File: src/design/dtsm_pkg.sv
`default_nettype none
// ----------------------------------------------------------------------------
// dtsm_pkg
// Shared types, register codes and sine constants of the dual tone sine mixer.
// ----------------------------------------------------------------------------
package dtsm_pkg;

    localparam int PERIOD_W = 12;
    localparam int AMP_W    = 8;
    localparam int SUM_W    = 12;
    localparam int POLY_W   = 31;
    localparam int PROD_W   = 2 * POLY_W;
    localparam int XW       = 15;
    localparam int SW       = 17;
    localparam int MAG_W    = 10;
    localparam int ADDR_W   = 4;
    localparam int DATA_W   = 32;

    localparam logic [PERIOD_W-1:0] PERIOD_ONE_RESET = 12'd44;
    localparam logic [PERIOD_W-1:0] PERIOD_TWO_RESET = 12'd8;
    localparam logic [AMP_W-1:0]    AMP_RESET        = 8'd150;

    localparam logic [1:0] REG_PERIOD_ONE = 2'd0;
    localparam logic [1:0] REG_PERIOD_TWO = 2'd1;
    localparam logic [1:0] REG_AMPLITUDE  = 2'd2;

    localparam logic [XW-1:0]     QUARTER_TURN = 15'd16384;
    localparam logic [SW-1:0]     SINE_ONE     = 17'd32768;
    localparam logic [POLY_W-1:0] COEF1        = 31'd1686629713;
    localparam logic [POLY_W-1:0] COEF3        = 31'd693598668;
    localparam logic [POLY_W-1:0] COEF5        = 31'd85569305;
    localparam logic [POLY_W-1:0] COEF7        = 31'd5026992;
    localparam logic [POLY_W-1:0] COEF9        = 31'd172272;

    localparam logic signed [SUM_W-1:0] SAMPLE_MAX = 12'sd127;
    localparam logic signed [SUM_W-1:0] SAMPLE_MIN = -12'sd128;

    typedef enum logic [4:0] {
        S_IDLE,
        S_IDX_INIT,
        S_IDX_RUN,
        S_SIN_PREP,
        S_MUL_X2,
        S_SET_X2,
        S_MUL_H,
        S_SUB_H,
        S_MUL_F,
        S_SET_S,
        S_MUL_A,
        S_ACC,
        S_MOD_INIT,
        S_MOD_RUN,
        S_MOD_DONE,
        S_OUT
    } state_t;

    typedef enum logic [3:0] {
        OP_NONE,
        OP_LOAD,
        OP_DIV_IDX,
        OP_DIV_MOD,
        OP_DIV_STEP,
        OP_SIN_PREP,
        OP_MUL,
        OP_SET_X2,
        OP_SUB_H,
        OP_SET_S,
        OP_ACC,
        OP_PHASE,
        OP_OUT
    } op_t;

    typedef enum logic [1:0] {
        MUL_XX,
        MUL_H,
        MUL_F,
        MUL_A
    } mul_sel_t;

    typedef struct packed {
        op_t        op;
        mul_sel_t   mul_sel;
        logic [1:0] coef_sel;
        logic       tone;
    } cmd_t;

    typedef struct packed {
        logic out_free;
    } status_t;

    typedef struct packed {
        logic [PERIOD_W-1:0] period_one;
        logic [PERIOD_W-1:0] period_two;
        logic [AMP_W-1:0]    amplitude;
    } cfg_t;

    function automatic logic [POLY_W-1:0] horner_coef(input logic [1:0] sel);
        logic [POLY_W-1:0] c;
        case (sel)
            2'd0:    c = COEF7;
            2'd1:    c = COEF5;
            2'd2:    c = COEF3;
            default: c = COEF1;
        endcase
        return c;
    endfunction

endpackage
`default_nettype wire

File: src/design/dtsm_regs.sv
`default_nettype none
// ----------------------------------------------------------------------------
// dtsm_regs
// Configuration register file behind the APB-style port.
// ----------------------------------------------------------------------------
module dtsm_regs (
    input  wire logic                          clk,
    input  wire logic                          rst_n,
    input  wire logic                          psel,
    input  wire logic                          penable,
    input  wire logic                          pwrite,
    input  wire logic [dtsm_pkg::ADDR_W-1:0]   paddr,
    input  wire logic [dtsm_pkg::DATA_W-1:0]   pwdata,
    output logic      [dtsm_pkg::DATA_W-1:0]   prdata,
    output logic                               pready,
    output dtsm_pkg::cfg_t                     cfg
);

    logic [dtsm_pkg::PERIOD_W-1:0] period_one_reg;
    logic [dtsm_pkg::PERIOD_W-1:0] period_two_reg;
    logic [dtsm_pkg::AMP_W-1:0]    amplitude_reg;
    logic                          wr_en;

    assign pready = 1'b1;
    assign wr_en  = psel && penable && pwrite && pready;

    always_ff @(posedge clk or negedge rst_n)
    begin
        if (!rst_n)
        begin
            period_one_reg <= dtsm_pkg::PERIOD_ONE_RESET;
            period_two_reg <= dtsm_pkg::PERIOD_TWO_RESET;
            amplitude_reg  <= dtsm_pkg::AMP_RESET;
        end
        else if (wr_en)
        begin
            case (paddr[3:2])
                dtsm_pkg::REG_PERIOD_ONE: period_one_reg <= pwdata[dtsm_pkg::PERIOD_W-1:0];
                dtsm_pkg::REG_PERIOD_TWO: period_two_reg <= pwdata[dtsm_pkg::PERIOD_W-1:0];
                dtsm_pkg::REG_AMPLITUDE:  amplitude_reg  <= pwdata[dtsm_pkg::AMP_W-1:0];
                default:                  ;
            endcase
        end
    end

    always_comb
    begin
        case (paddr[3:2])
            dtsm_pkg::REG_PERIOD_ONE: prdata = dtsm_pkg::DATA_W'(period_one_reg);
            dtsm_pkg::REG_PERIOD_TWO: prdata = dtsm_pkg::DATA_W'(period_two_reg);
            dtsm_pkg::REG_AMPLITUDE:  prdata = dtsm_pkg::DATA_W'(amplitude_reg);
            default:                  prdata = '0;
        endcase
    end

    assign cfg.period_one = period_one_reg;
    assign cfg.period_two = period_two_reg;
    assign cfg.amplitude  = amplitude_reg;

endmodule
`default_nettype wire

File: src/design/dtsm_ctrl.sv
`default_nettype none
// ----------------------------------------------------------------------------
// dtsm_ctrl
// Sequencer that steps the datapath through both tones of one item.
// ----------------------------------------------------------------------------
module dtsm_ctrl #(
    parameter int DIV_BITS = 22
) (
    input  wire logic              clk,
    input  wire logic              rst_n,
    input  wire logic              item_valid,
    output logic                   item_stall,
    input  wire dtsm_pkg::status_t status,
    output dtsm_pkg::cmd_t         cmd
);

    localparam int CNT_W = $clog2(DIV_BITS);

    dtsm_pkg::state_t state_reg, state_next;
    logic [CNT_W-1:0] cnt_reg, cnt_next;
    logic [1:0]       hcnt_reg, hcnt_next;
    logic             tone_reg, tone_next;
    logic             cnt_last;

    assign cnt_last   = (cnt_reg == CNT_W'(DIV_BITS - 1));
    assign item_stall = (state_reg != dtsm_pkg::S_IDLE);

    always_ff @(posedge clk or negedge rst_n)
    begin
        if (!rst_n)
        begin
            state_reg <= dtsm_pkg::S_IDLE;
            cnt_reg   <= '0;
            hcnt_reg  <= '0;
            tone_reg  <= 1'b0;
        end
        else
        begin
            state_reg <= state_next;
            cnt_reg   <= cnt_next;
            hcnt_reg  <= hcnt_next;
            tone_reg  <= tone_next;
        end
    end

    always_comb
    begin
        state_next = state_reg;
        case (state_reg)
            dtsm_pkg::S_IDLE:     if (item_valid) state_next = dtsm_pkg::S_IDX_INIT;
            dtsm_pkg::S_IDX_INIT: state_next = dtsm_pkg::S_IDX_RUN;
            dtsm_pkg::S_IDX_RUN:  if (cnt_last) state_next = dtsm_pkg::S_SIN_PREP;
            dtsm_pkg::S_SIN_PREP: state_next = dtsm_pkg::S_MUL_X2;
            dtsm_pkg::S_MUL_X2:   state_next = dtsm_pkg::S_SET_X2;
            dtsm_pkg::S_SET_X2:   state_next = dtsm_pkg::S_MUL_H;
            dtsm_pkg::S_MUL_H:    state_next = dtsm_pkg::S_SUB_H;
            dtsm_pkg::S_SUB_H:
                state_next = (hcnt_reg == 2'd3) ? dtsm_pkg::S_MUL_F : dtsm_pkg::S_MUL_H;
            dtsm_pkg::S_MUL_F:    state_next = dtsm_pkg::S_SET_S;
            dtsm_pkg::S_SET_S:    state_next = dtsm_pkg::S_MUL_A;
            dtsm_pkg::S_MUL_A:    state_next = dtsm_pkg::S_ACC;
            dtsm_pkg::S_ACC:      state_next = dtsm_pkg::S_MOD_INIT;
            dtsm_pkg::S_MOD_INIT: state_next = dtsm_pkg::S_MOD_RUN;
            dtsm_pkg::S_MOD_RUN:  if (cnt_last) state_next = dtsm_pkg::S_MOD_DONE;
            dtsm_pkg::S_MOD_DONE:
                state_next = tone_reg ? dtsm_pkg::S_OUT : dtsm_pkg::S_IDX_INIT;
            dtsm_pkg::S_OUT:      if (status.out_free) state_next = dtsm_pkg::S_IDLE;
            default:              state_next = dtsm_pkg::S_IDLE;
        endcase
    end

    always_comb
    begin
        cnt_next  = cnt_reg;
        hcnt_next = hcnt_reg;
        tone_next = tone_reg;
        case (state_reg)
            dtsm_pkg::S_IDLE:     tone_next = 1'b0;
            dtsm_pkg::S_IDX_INIT: cnt_next  = '0;
            dtsm_pkg::S_IDX_RUN:  cnt_next  = cnt_reg + 1'b1;
            dtsm_pkg::S_SET_X2:   hcnt_next = '0;
            dtsm_pkg::S_SUB_H:    hcnt_next = hcnt_reg + 1'b1;
            dtsm_pkg::S_MOD_INIT: cnt_next  = '0;
            dtsm_pkg::S_MOD_RUN:  cnt_next  = cnt_reg + 1'b1;
            dtsm_pkg::S_MOD_DONE: tone_next = 1'b1;
            default:              ;
        endcase
    end

    always_comb
    begin
        cmd.op       = dtsm_pkg::OP_NONE;
        cmd.mul_sel  = dtsm_pkg::MUL_XX;
        cmd.coef_sel = hcnt_reg;
        cmd.tone     = tone_reg;
        case (state_reg)
            dtsm_pkg::S_IDLE:     if (item_valid) cmd.op = dtsm_pkg::OP_LOAD;
            dtsm_pkg::S_IDX_INIT: cmd.op = dtsm_pkg::OP_DIV_IDX;
            dtsm_pkg::S_IDX_RUN:  cmd.op = dtsm_pkg::OP_DIV_STEP;
            dtsm_pkg::S_SIN_PREP: cmd.op = dtsm_pkg::OP_SIN_PREP;
            dtsm_pkg::S_MUL_X2:
            begin
                cmd.op      = dtsm_pkg::OP_MUL;
                cmd.mul_sel = dtsm_pkg::MUL_XX;
            end
            dtsm_pkg::S_SET_X2:   cmd.op = dtsm_pkg::OP_SET_X2;
            dtsm_pkg::S_MUL_H:
            begin
                cmd.op      = dtsm_pkg::OP_MUL;
                cmd.mul_sel = dtsm_pkg::MUL_H;
            end
            dtsm_pkg::S_SUB_H:    cmd.op = dtsm_pkg::OP_SUB_H;
            dtsm_pkg::S_MUL_F:
            begin
                cmd.op      = dtsm_pkg::OP_MUL;
                cmd.mul_sel = dtsm_pkg::MUL_F;
            end
            dtsm_pkg::S_SET_S:    cmd.op = dtsm_pkg::OP_SET_S;
            dtsm_pkg::S_MUL_A:
            begin
                cmd.op      = dtsm_pkg::OP_MUL;
                cmd.mul_sel = dtsm_pkg::MUL_A;
            end
            dtsm_pkg::S_ACC:      cmd.op = dtsm_pkg::OP_ACC;
            dtsm_pkg::S_MOD_INIT: cmd.op = dtsm_pkg::OP_DIV_MOD;
            dtsm_pkg::S_MOD_RUN:  cmd.op = dtsm_pkg::OP_DIV_STEP;
            dtsm_pkg::S_MOD_DONE: cmd.op = dtsm_pkg::OP_PHASE;
            dtsm_pkg::S_OUT:      if (status.out_free) cmd.op = dtsm_pkg::OP_OUT;
            default:              cmd.op = dtsm_pkg::OP_NONE;
        endcase
    end

    a_out_only_when_free: assert property (@(posedge clk) disable iff (!rst_n)
        (cmd.op == dtsm_pkg::OP_OUT) |-> status.out_free)
        else $error("result loaded while the output register is still full");

    a_accept_then_busy: assert property (@(posedge clk) disable iff (!rst_n)
        (item_valid && !item_stall) |=> item_stall)
        else $error("a second item was taken before the first one finished");

    a_div_count_fresh: assert property (@(posedge clk) disable iff (!rst_n)
        (state_reg == dtsm_pkg::S_IDX_INIT || state_reg == dtsm_pkg::S_MOD_INIT)
        |=> (cnt_reg == '0))
        else $error("divider step count did not restart");

    a_second_tone_ends: assert property (@(posedge clk) disable iff (!rst_n)
        (state_reg == dtsm_pkg::S_MOD_DONE && tone_reg) |=> (state_reg == dtsm_pkg::S_OUT))
        else $error("sequencer did not finish after the second tone");

endmodule
`default_nettype wire

File: src/design/dtsm_dp.sv
`default_nettype none
// ----------------------------------------------------------------------------
// dtsm_dp
// Datapath: phase counters, serial divider, shared multiplier, mixer and
// output register.
// ----------------------------------------------------------------------------
module dtsm_dp #(
    parameter int PHASE_BITS = 12,
    parameter int ANGLE_BITS = 10
) (
    input  wire logic           clk,
    input  wire logic           rst_n,
    input  wire dtsm_pkg::cmd_t cmd,
    output dtsm_pkg::status_t   status,
    input  wire dtsm_pkg::cfg_t cfg,
    input  wire logic           slot_last,
    output logic                result_valid,
    input  wire logic           result_stall,
    output logic signed [7:0]   sample,
    output logic                clipped,
    output logic                last
);

    localparam int DIV_BITS = PHASE_BITS + ANGLE_BITS;
    localparam int PW       = dtsm_pkg::PERIOD_W;
    localparam int POLY_W   = dtsm_pkg::POLY_W;
    localparam int PROD_W   = dtsm_pkg::PROD_W;
    localparam int XW       = dtsm_pkg::XW;
    localparam int SW       = dtsm_pkg::SW;
    localparam int SUM_W    = dtsm_pkg::SUM_W;
    localparam int MAG_W    = dtsm_pkg::MAG_W;

    logic [PHASE_BITS-1:0]  phase_one_reg, phase_two_reg;
    logic                   last_reg;
    logic signed [SUM_W-1:0] sum_reg;
    logic [PW-1:0]          rem_reg;
    logic [DIV_BITS-1:0]    quo_reg;
    logic [XW-1:0]          x_reg;
    logic                   neg_reg;
    logic                   special_reg;
    logic [POLY_W-1:0]      x2_reg;
    logic [POLY_W-1:0]      p_reg;
    logic [PROD_W-1:0]      prod_reg;
    logic [SW-1:0]          s_reg;
    logic                   out_valid_reg, out_valid_next;
    logic signed [7:0]      sample_reg;
    logic                   clipped_reg;
    logic                   last_out_reg;

    logic [PW-1:0]          period_sel;
    logic [PHASE_BITS-1:0]  phase_sel;
    logic [PW:0]            rem_shift;
    logic [PW:0]            rem_diff;
    logic                   rem_ge;
    logic [ANGLE_BITS-1:0]  angle;
    logic [15:0]            turn;
    logic [XW-1:0]          x_raw;
    logic [XW-1:0]          x_fold;
    logic [POLY_W-1:0]      mul_a, mul_b;
    logic [PROD_W-1:0]      prod_next;
    logic [46:0]            rounded;
    logic [MAG_W-1:0]       mag;
    logic signed [SUM_W-1:0] tone_val;
    logic signed [SUM_W-1:0] sum_clip;
    logic                   clip_flag;
    logic                   period_zero;

    assign period_sel  = cmd.tone ? cfg.period_two : cfg.period_one;
    assign phase_sel   = cmd.tone ? phase_two_reg : phase_one_reg;
    assign period_zero = (period_sel == '0);

    assign rem_shift = {rem_reg, quo_reg[DIV_BITS-1]};
    assign rem_diff  = rem_shift - {1'b0, period_sel};
    assign rem_ge    = (rem_shift >= {1'b0, period_sel});

    assign angle  = quo_reg[ANGLE_BITS-1:0];
    assign turn   = {angle, {(16 - ANGLE_BITS){1'b0}}};
    assign x_raw  = {1'b0, turn[13:0]};
    assign x_fold = turn[14] ? (dtsm_pkg::QUARTER_TURN - x_raw) : x_raw;

    always_comb
    begin
        case (cmd.mul_sel)
            dtsm_pkg::MUL_XX:
            begin
                mul_a = POLY_W'(x_reg);
                mul_b = POLY_W'(x_reg);
            end
            dtsm_pkg::MUL_H:
            begin
                mul_a = x2_reg;
                mul_b = p_reg;
            end
            dtsm_pkg::MUL_F:
            begin
                mul_a = POLY_W'(x_reg);
                mul_b = p_reg;
            end
            default:
            begin
                mul_a = POLY_W'(cfg.amplitude);
                mul_b = POLY_W'(s_reg);
            end
        endcase
    end

    assign prod_next = PROD_W'(mul_a) * PROD_W'(mul_b);
    assign rounded   = {1'b0, prod_reg[45:0]} + (47'd1 << 28);
    assign mag       = prod_reg[15 +: MAG_W];

    always_comb
    begin
        if (period_zero)
            tone_val = '0;
        else if (neg_reg)
            tone_val = -$signed({{(SUM_W - MAG_W){1'b0}}, mag});
        else
            tone_val = $signed({{(SUM_W - MAG_W){1'b0}}, mag});
    end

    always_comb
    begin
        clip_flag = 1'b0;
        sum_clip  = sum_reg;
        if (sum_reg > dtsm_pkg::SAMPLE_MAX)
        begin
            sum_clip  = dtsm_pkg::SAMPLE_MAX;
            clip_flag = 1'b1;
        end
        else if (sum_reg < dtsm_pkg::SAMPLE_MIN)
        begin
            sum_clip  = dtsm_pkg::SAMPLE_MIN;
            clip_flag = 1'b1;
        end
    end

    assign status.out_free = !out_valid_reg || !result_stall;

    always_comb
    begin
        out_valid_next = out_valid_reg;
        if (cmd.op == dtsm_pkg::OP_OUT)
            out_valid_next = 1'b1;
        else if (!result_stall)
            out_valid_next = 1'b0;
    end

    always_ff @(posedge clk or negedge rst_n)
    begin
        if (!rst_n)
        begin
            out_valid_reg <= 1'b0;
            phase_one_reg <= '0;
            phase_two_reg <= '0;
        end
        else
        begin
            out_valid_reg <= out_valid_next;
            if (cmd.op == dtsm_pkg::OP_PHASE)
            begin
                if (cmd.tone)
                    phase_two_reg <= period_zero ? '0 : PHASE_BITS'(rem_reg);
                else
                    phase_one_reg <= period_zero ? '0 : PHASE_BITS'(rem_reg);
            end
        end
    end

    always_ff @(posedge clk)
    begin
        case (cmd.op)
            dtsm_pkg::OP_LOAD:
            begin
                last_reg <= slot_last;
                sum_reg  <= '0;
            end
            dtsm_pkg::OP_DIV_IDX:
            begin
                rem_reg <= '0;
                quo_reg <= {phase_sel, {ANGLE_BITS{1'b0}}};
            end
            dtsm_pkg::OP_DIV_MOD:
            begin
                rem_reg <= '0;
                quo_reg <= DIV_BITS'({1'b0, phase_sel} + (PHASE_BITS + 1)'(1));
            end
            dtsm_pkg::OP_DIV_STEP:
            begin
                rem_reg <= rem_ge ? rem_diff[PW-1:0] : rem_shift[PW-1:0];
                quo_reg <= {quo_reg[DIV_BITS-2:0], rem_ge};
            end
            dtsm_pkg::OP_SIN_PREP:
            begin
                x_reg       <= x_fold;
                neg_reg     <= turn[15];
                special_reg <= (x_fold == dtsm_pkg::QUARTER_TURN);
            end
            dtsm_pkg::OP_MUL:
                prod_reg <= prod_next;
            dtsm_pkg::OP_SET_X2:
            begin
                x2_reg <= {prod_reg[POLY_W-3:0], 2'b00};
                p_reg  <= dtsm_pkg::COEF9;
            end
            dtsm_pkg::OP_SUB_H:
                p_reg <= dtsm_pkg::horner_coef(cmd.coef_sel) - prod_reg[30 +: POLY_W];
            dtsm_pkg::OP_SET_S:
                s_reg <= special_reg ? dtsm_pkg::SINE_ONE : rounded[29 +: SW];
            dtsm_pkg::OP_ACC:
                sum_reg <= sum_reg + tone_val;
            dtsm_pkg::OP_OUT:
            begin
                sample_reg   <= sum_clip[7:0];
                clipped_reg  <= clip_flag;
                last_out_reg <= last_reg;
            end
            default: ;
        endcase
    end

    assign result_valid = out_valid_reg;
    assign sample       = sample_reg;
    assign clipped      = clipped_reg;
    assign last         = last_out_reg;

    a_clip_flag_matches: assert property (@(posedge clk) disable iff (!rst_n)
        (cmd.op == dtsm_pkg::OP_OUT) |=>
            (clipped_reg == (($past(sum_reg) > dtsm_pkg::SAMPLE_MAX) ||
                             ($past(sum_reg) < dtsm_pkg::SAMPLE_MIN))))
        else $error("clip flag disagrees with the mixed sum");

    a_load_sets_valid: assert property (@(posedge clk) disable iff (!rst_n)
        (cmd.op == dtsm_pkg::OP_OUT) |=> out_valid_reg)
        else $error("loaded result is not presented");

endmodule
`default_nettype wire

File: src/design/dual_tone_sine_mixer.sv
`default_nettype none
// ----------------------------------------------------------------------------
// dual_tone_sine_mixer
// Two table-free sine tones with configurable periods, summed and clipped to
// a signed 8-bit sample per item.
//
//   Channel   Signals                                  Direction
//   item      item_valid, item_stall, slot_last        in
//   result    result_valid, result_stall, sample,
//             clipped, last                            out
//   config    psel, penable, pwrite, paddr, pwdata,
//             prdata, pready                           in/out
//
// An item is accepted only while the sequencer is idle, so a new item waits
// until the one before it is through; the bit-serial divider is run once for
// the angle and once for the phase wrap of each tone.
// Reset puts the periods at 44 and 8, the amplitude at 150, both phases at 0.
// A result waits in the output register while the next item is computed; the
// sequencer holds only if that register is still full when the next result
// is ready.
// ----------------------------------------------------------------------------
module dual_tone_sine_mixer #(
    parameter int PHASE_BITS = 12,
    parameter int ANGLE_BITS = 10
) (
    input  wire logic                        clk,
    input  wire logic                        rst_n,
    input  wire logic                        psel,
    input  wire logic                        penable,
    input  wire logic                        pwrite,
    input  wire logic [dtsm_pkg::ADDR_W-1:0] paddr,
    input  wire logic [dtsm_pkg::DATA_W-1:0] pwdata,
    output logic      [dtsm_pkg::DATA_W-1:0] prdata,
    output logic                             pready,
    input  wire logic                        item_valid,
    output logic                             item_stall,
    input  wire logic                        slot_last,
    output logic                             result_valid,
    input  wire logic                        result_stall,
    output logic signed [7:0]                sample,
    output logic                             clipped,
    output logic                             last
);

    dtsm_pkg::cfg_t    cfg;
    dtsm_pkg::cmd_t    cmd;
    dtsm_pkg::status_t status;

    dtsm_regs u_regs (
        .clk     (clk),
        .rst_n   (rst_n),
        .psel    (psel),
        .penable (penable),
        .pwrite  (pwrite),
        .paddr   (paddr),
        .pwdata  (pwdata),
        .prdata  (prdata),
        .pready  (pready),
        .cfg     (cfg)
    );

    dtsm_ctrl #(
        .DIV_BITS (PHASE_BITS + ANGLE_BITS)
    ) u_ctrl (
        .clk        (clk),
        .rst_n      (rst_n),
        .item_valid (item_valid),
        .item_stall (item_stall),
        .status     (status),
        .cmd        (cmd)
    );

    dtsm_dp #(
        .PHASE_BITS (PHASE_BITS),
        .ANGLE_BITS (ANGLE_BITS)
    ) u_dp (
        .clk          (clk),
        .rst_n        (rst_n),
        .cmd          (cmd),
        .status       (status),
        .cfg          (cfg),
        .slot_last    (slot_last),
        .result_valid (result_valid),
        .result_stall (result_stall),
        .sample       (sample),
        .clipped      (clipped),
        .last         (last)
    );

endmodule
`default_nettype wire
File: config.mk
export PLATFORM = sky130hd
export DESIGN_NAME = dual_tone_sine_mixer
export DESIGN_NICKNAME = d
export VERILOG_FILES = /design/src/design/dtsm_pkg.sv /design/src/design/dtsm_regs.sv /design/src/design/dtsm_ctrl.sv /design/src/design/dtsm_dp.sv /design/src/design/dual_tone_sine_mixer.sv
export SDC_FILE = /design/constraint.sdc
export NUM_CORES = 2
export LEC_CHECK = 0
export BUFFER_PORTS_ARGS = -buffer_cell sky130_fd_sc_hd__buf_4
export CORE_MARGIN = 4
export CORE_UTILIZATION = 50
export DETAILED_ROUTE_END_ITERATION = 8
export PLACE_DENSITY = 0.66
export SYNTH_ARGS = -nofsm -noshare
export SYNTH_HDL_FRONTEND = slang
export SYNTH_SLANG_ARGS = --single-unit
File: constraint.sdc
create_clock -name clk -period 17.2 [get_ports clk]
set_clock_uncertainty 0.15 [all_clocks]
set_input_delay 2.58 -clock clk [delete_from_list [all_inputs] [get_ports clk]]
set_output_delay 2.58 -clock clk [all_outputs]
set_load 0.01 [all_outputs]
==> flow_metrics.env <==
export IMPL_status="completed"
export IMPL_wirelength_mm=133
export IMPL_nNetsFinal=5939
export IMPL_max_freq_mhz=82.0
export IMPL_syn_avg_cell_area_um2=9.32
export IMPL_largest_reg_flops=61
export IMPL_start_kind="flip-flop"
export IMPL_r2r_cells=34
export IMPL_antenna_found_initial=2
export IMPL_viasPerCell=5.64
export IMPL_layout_common_cells="869 x inv_1, 838 x fa_1, 719 x nand2_1"
export IMPL_netlist_area_um2=44700
export IMPL_htree_levels=1
export IMPL_fin_crit_sh_pct=70.9
export IMPL_synth_seq_cells=275
export IMPL_final_layout_size_suffix_gt1_share_pct=5.66
export IMPL_ctsLongestPathBuffers=3
export IMPL_ys_async_sr_fraction_pct=25.1
export IMPL_first_iter_violations=2627
export IMPL_finalSetupViolCount=0
export IMPL_synth_edf_count=206
export IMPL_wl_per_cell_um=22.4
export IMPL_drc=0
export IMPL_grt_pass1_vias=34700
export IMPL_num_rows=109
export IMPL_r2r_start="u_ctrl.state_reg[0]$_DFFE_PN0P_"
export IMPL_clk_latency_ns=0.56
export IMPL_synthTopCellsByArea="fa_1 38%, edfxtp_1 14%, ha_1 8.7%, inv_1 7.3%, nand2_1 6.0%"
export IMPL_synthCells=4796
export IMPL_hpwlAfterDp_mm=106
export IMPL_core_area_um2=88500
export IMPL_post_cts_resized=0
export IMPL_cts_root_buf="clkbuf_16"
export IMPL_r2r_slack_ns=5.00
export IMPL_critPathCaptureType="flip-flop"
export IMPL_yosysTopAreaCellShare_pct=37.5
export IMPL_place_inst=5878
export IMPL_grt_use_total_pct=28.7
export IMPL_worst_slack_ns=5.00
export IMPL_hold_depth=0
export IMPL_io_buffer_count=45
export IMPL_chipHeight_um=307
export IMPL_fp_dieW_um=307
export IMPL_start_util_pct=50.5
export IMPL_routabilityCongestion=1.01
export IMPL_worst_slew_pin_slew_ns=1.20
export IMPL_synth_ff_type="edfxtp_1"
export IMPL_firstDrtPassIters=5
export IMPL_pin_count=89
export IMPL_fin_crit_ns=12.20
export IMPL_maxCapViolCount=0
export IMPL_arrival_ns=12.42
export IMPL_postRouteAntennaNets=0
export IMPL_rsz0062_at_grt="false"
export IMPL_area_growth_pct=5.70
export IMPL_holdCritStartpoint="u_dp.prod_reg[14]$_DFFE_PN_"
export IMPL_gr_total_overflow=0
export IMPL_path_common_cell="fa_1"
export IMPL_path_class="reg2reg"
export IMPL_dieArea_um2=94300
export IMPL_r2r_end="u_dp.prod_reg[56]$_DFFE_PN_"
export IMPL_layout_cells_non_filler=5937
export IMPL_yosysSeqAreaShare_pct=17.7
export IMPL_vias=33500
export IMPL_grt_start_max_net_pins=70
export IMPL_finalSetupTns_ns=0
export IMPL_hold_end="u_dp.x2_reg[16]$_DFFE_PP_"
export IMPL_synth_area_leader_cell="fa_1"
export IMPL_hold_violations=0
export IMPL_maxSlewHeadroom_pct=19.7
export IMPL_ys_types=91
export IMPL_cts_buffers=31
export IMPL_cts_tree="yes"
export IMPL_clk_pin_slew_ns=0.06
export IMPL_critPathMaxFanout=44
export IMPL_slowest_stage="dfrtp_1"
export IMPL_slew_viol_final=0
export IMPL_mostFrequentLayoutCell="inv_1"
export IMPL_crit_required_ns=17.42
export IMPL_cts_hold_buf=0
export IMPL_postCtsSetupRepairBufs=0
export IMPL_clock_sinks=275
export IMPL_hp_class="reg2reg"
export IMPL_grt_pass1_wl_mm=206
export IMPL_pre_cts_ws_ns=5.29
export IMPL_slowest_delay_ns=0.75
export IMPL_synth_warnings=0
==> critical path: cells and delay by family, from the launching register on <==
kind	cells	cell delay, ns
compound gates	7	2.13
xor+xnor	1	0.26
fa+ha+maj	10	5.00
buf+inv	8	1.69
flops	1	0.75
simple gates	8	1.99
==> worst max-delay path by stage <==
stage,depth (start not counted),end,from
2_1_floorplan,38,u_dp.prod_reg[58]$_DFFE_PN_,u_ctrl.state_reg[1]$_DFFE_PN0P_
3_3_place_gp,34,u_dp.prod_reg[56]$_DFFE_PN_,u_ctrl.state_reg[0]$_DFFE_PN0P_
3_5_place_dp,33,u_dp.prod_reg[56]$_DFFE_PN_,u_ctrl.state_reg[1]$_DFFE_PN0P_
4_1_cts,33,u_dp.prod_reg[56]$_DFFE_PN_,u_ctrl.state_reg[1]$_DFFE_PN0P_
5_1_grt,33,u_dp.prod_reg[56]$_DFFE_PN_,u_ctrl.state_reg[1]$_DFFE_PN0P_
6_report,34,u_dp.prod_reg[56]$_DFFE_PN_,u_ctrl.state_reg[0]$_DFFE_PN0P_
==> area by class of cell <==
class | count | area, µm²
inverters | 869 | 3260
repair buffers | 125 | 938
flip-flops and latches | 275 | 7920
clock inverters | 24 | 213
clock buffers | 34 | 787
well taps | 1165 | 1460
diodes | 1 | 2.50
fillers | 8062 | 41300
multi-input cells | 3444 | 32700
==> cell usage after synthesis (5+ instances only) <==
cell type,count
clkbuf_1,206
o31ai_1,20
a21oi_1,102
nand2_1,719
buf_1,6
o21ai_0,118
inv_1,869
o21ai_1,12
a22oi_1,18
or2_2,9
mux2i_1,37
o22ai_1,6
xnor2_1,87
buf_2,16
a21o_1,53
buf_4,25
a211oi_1,13
dfrtp_1,61
o21a_1,21
nor3_1,32
and2_1,33
a31oi_1,9
ha_1,311
o21bai_1,11
a22o_1,14
o211ai_1,6
nor2b_1,25
nor2_1,537
or3_1,15
fa_1,838
nand2b_1,24
a21boi_0,9
a221o_1,5
edfxtp_1,206
nand3_1,46
nand4_1,31
dfstp_2,8
and3_1,60
nor3b_1,5
o21ai_2,7
mux2_2,32
xor2_1,57
==> kinds of logic (layout without fill, tap and decap cells) <==
kind of cell             Yosys count  count (layout)  share of synthesized area, %
adder cells (fa/ha/maj)         1149            1149                          46.2
buffers and inverters           1124            1052                          9.71
XOR/XNOR                         144             144                          2.82
other                              2              50                        0.0168
flip-flops                       275             275                          17.7
AO/OA/AOI/OAI                    470             470                          7.06
AND/OR/NAND/NOR                 1563            1563                          14.8
multiplexers                      69              69                          1.63
==> routing by layer <==
metal	global-route usage, %	wire length [µm]	up-vias
met5	0	0	-
met4	11.6	6900	0
met3	6.14	13400	294
met2	45.3	59100	1501
met1	39.0	53400	17000
li1	-	-	14700
==> through the flow <==
step	hold slack, ns	utilization (%)	instance area [µm²]
CTS	0.269	53.4	47300
finish	0.268	53.4	47300
global placement	0.252	52.3	46300
floorplan	0.250	-	44900
detailed placement	0.255	52.3	46300
global route	0.278	53.4	47300
Power is left out: the tool's default activity adds up to more than one toggle a clock period on the data nets, which glitch-free logic cannot reach.
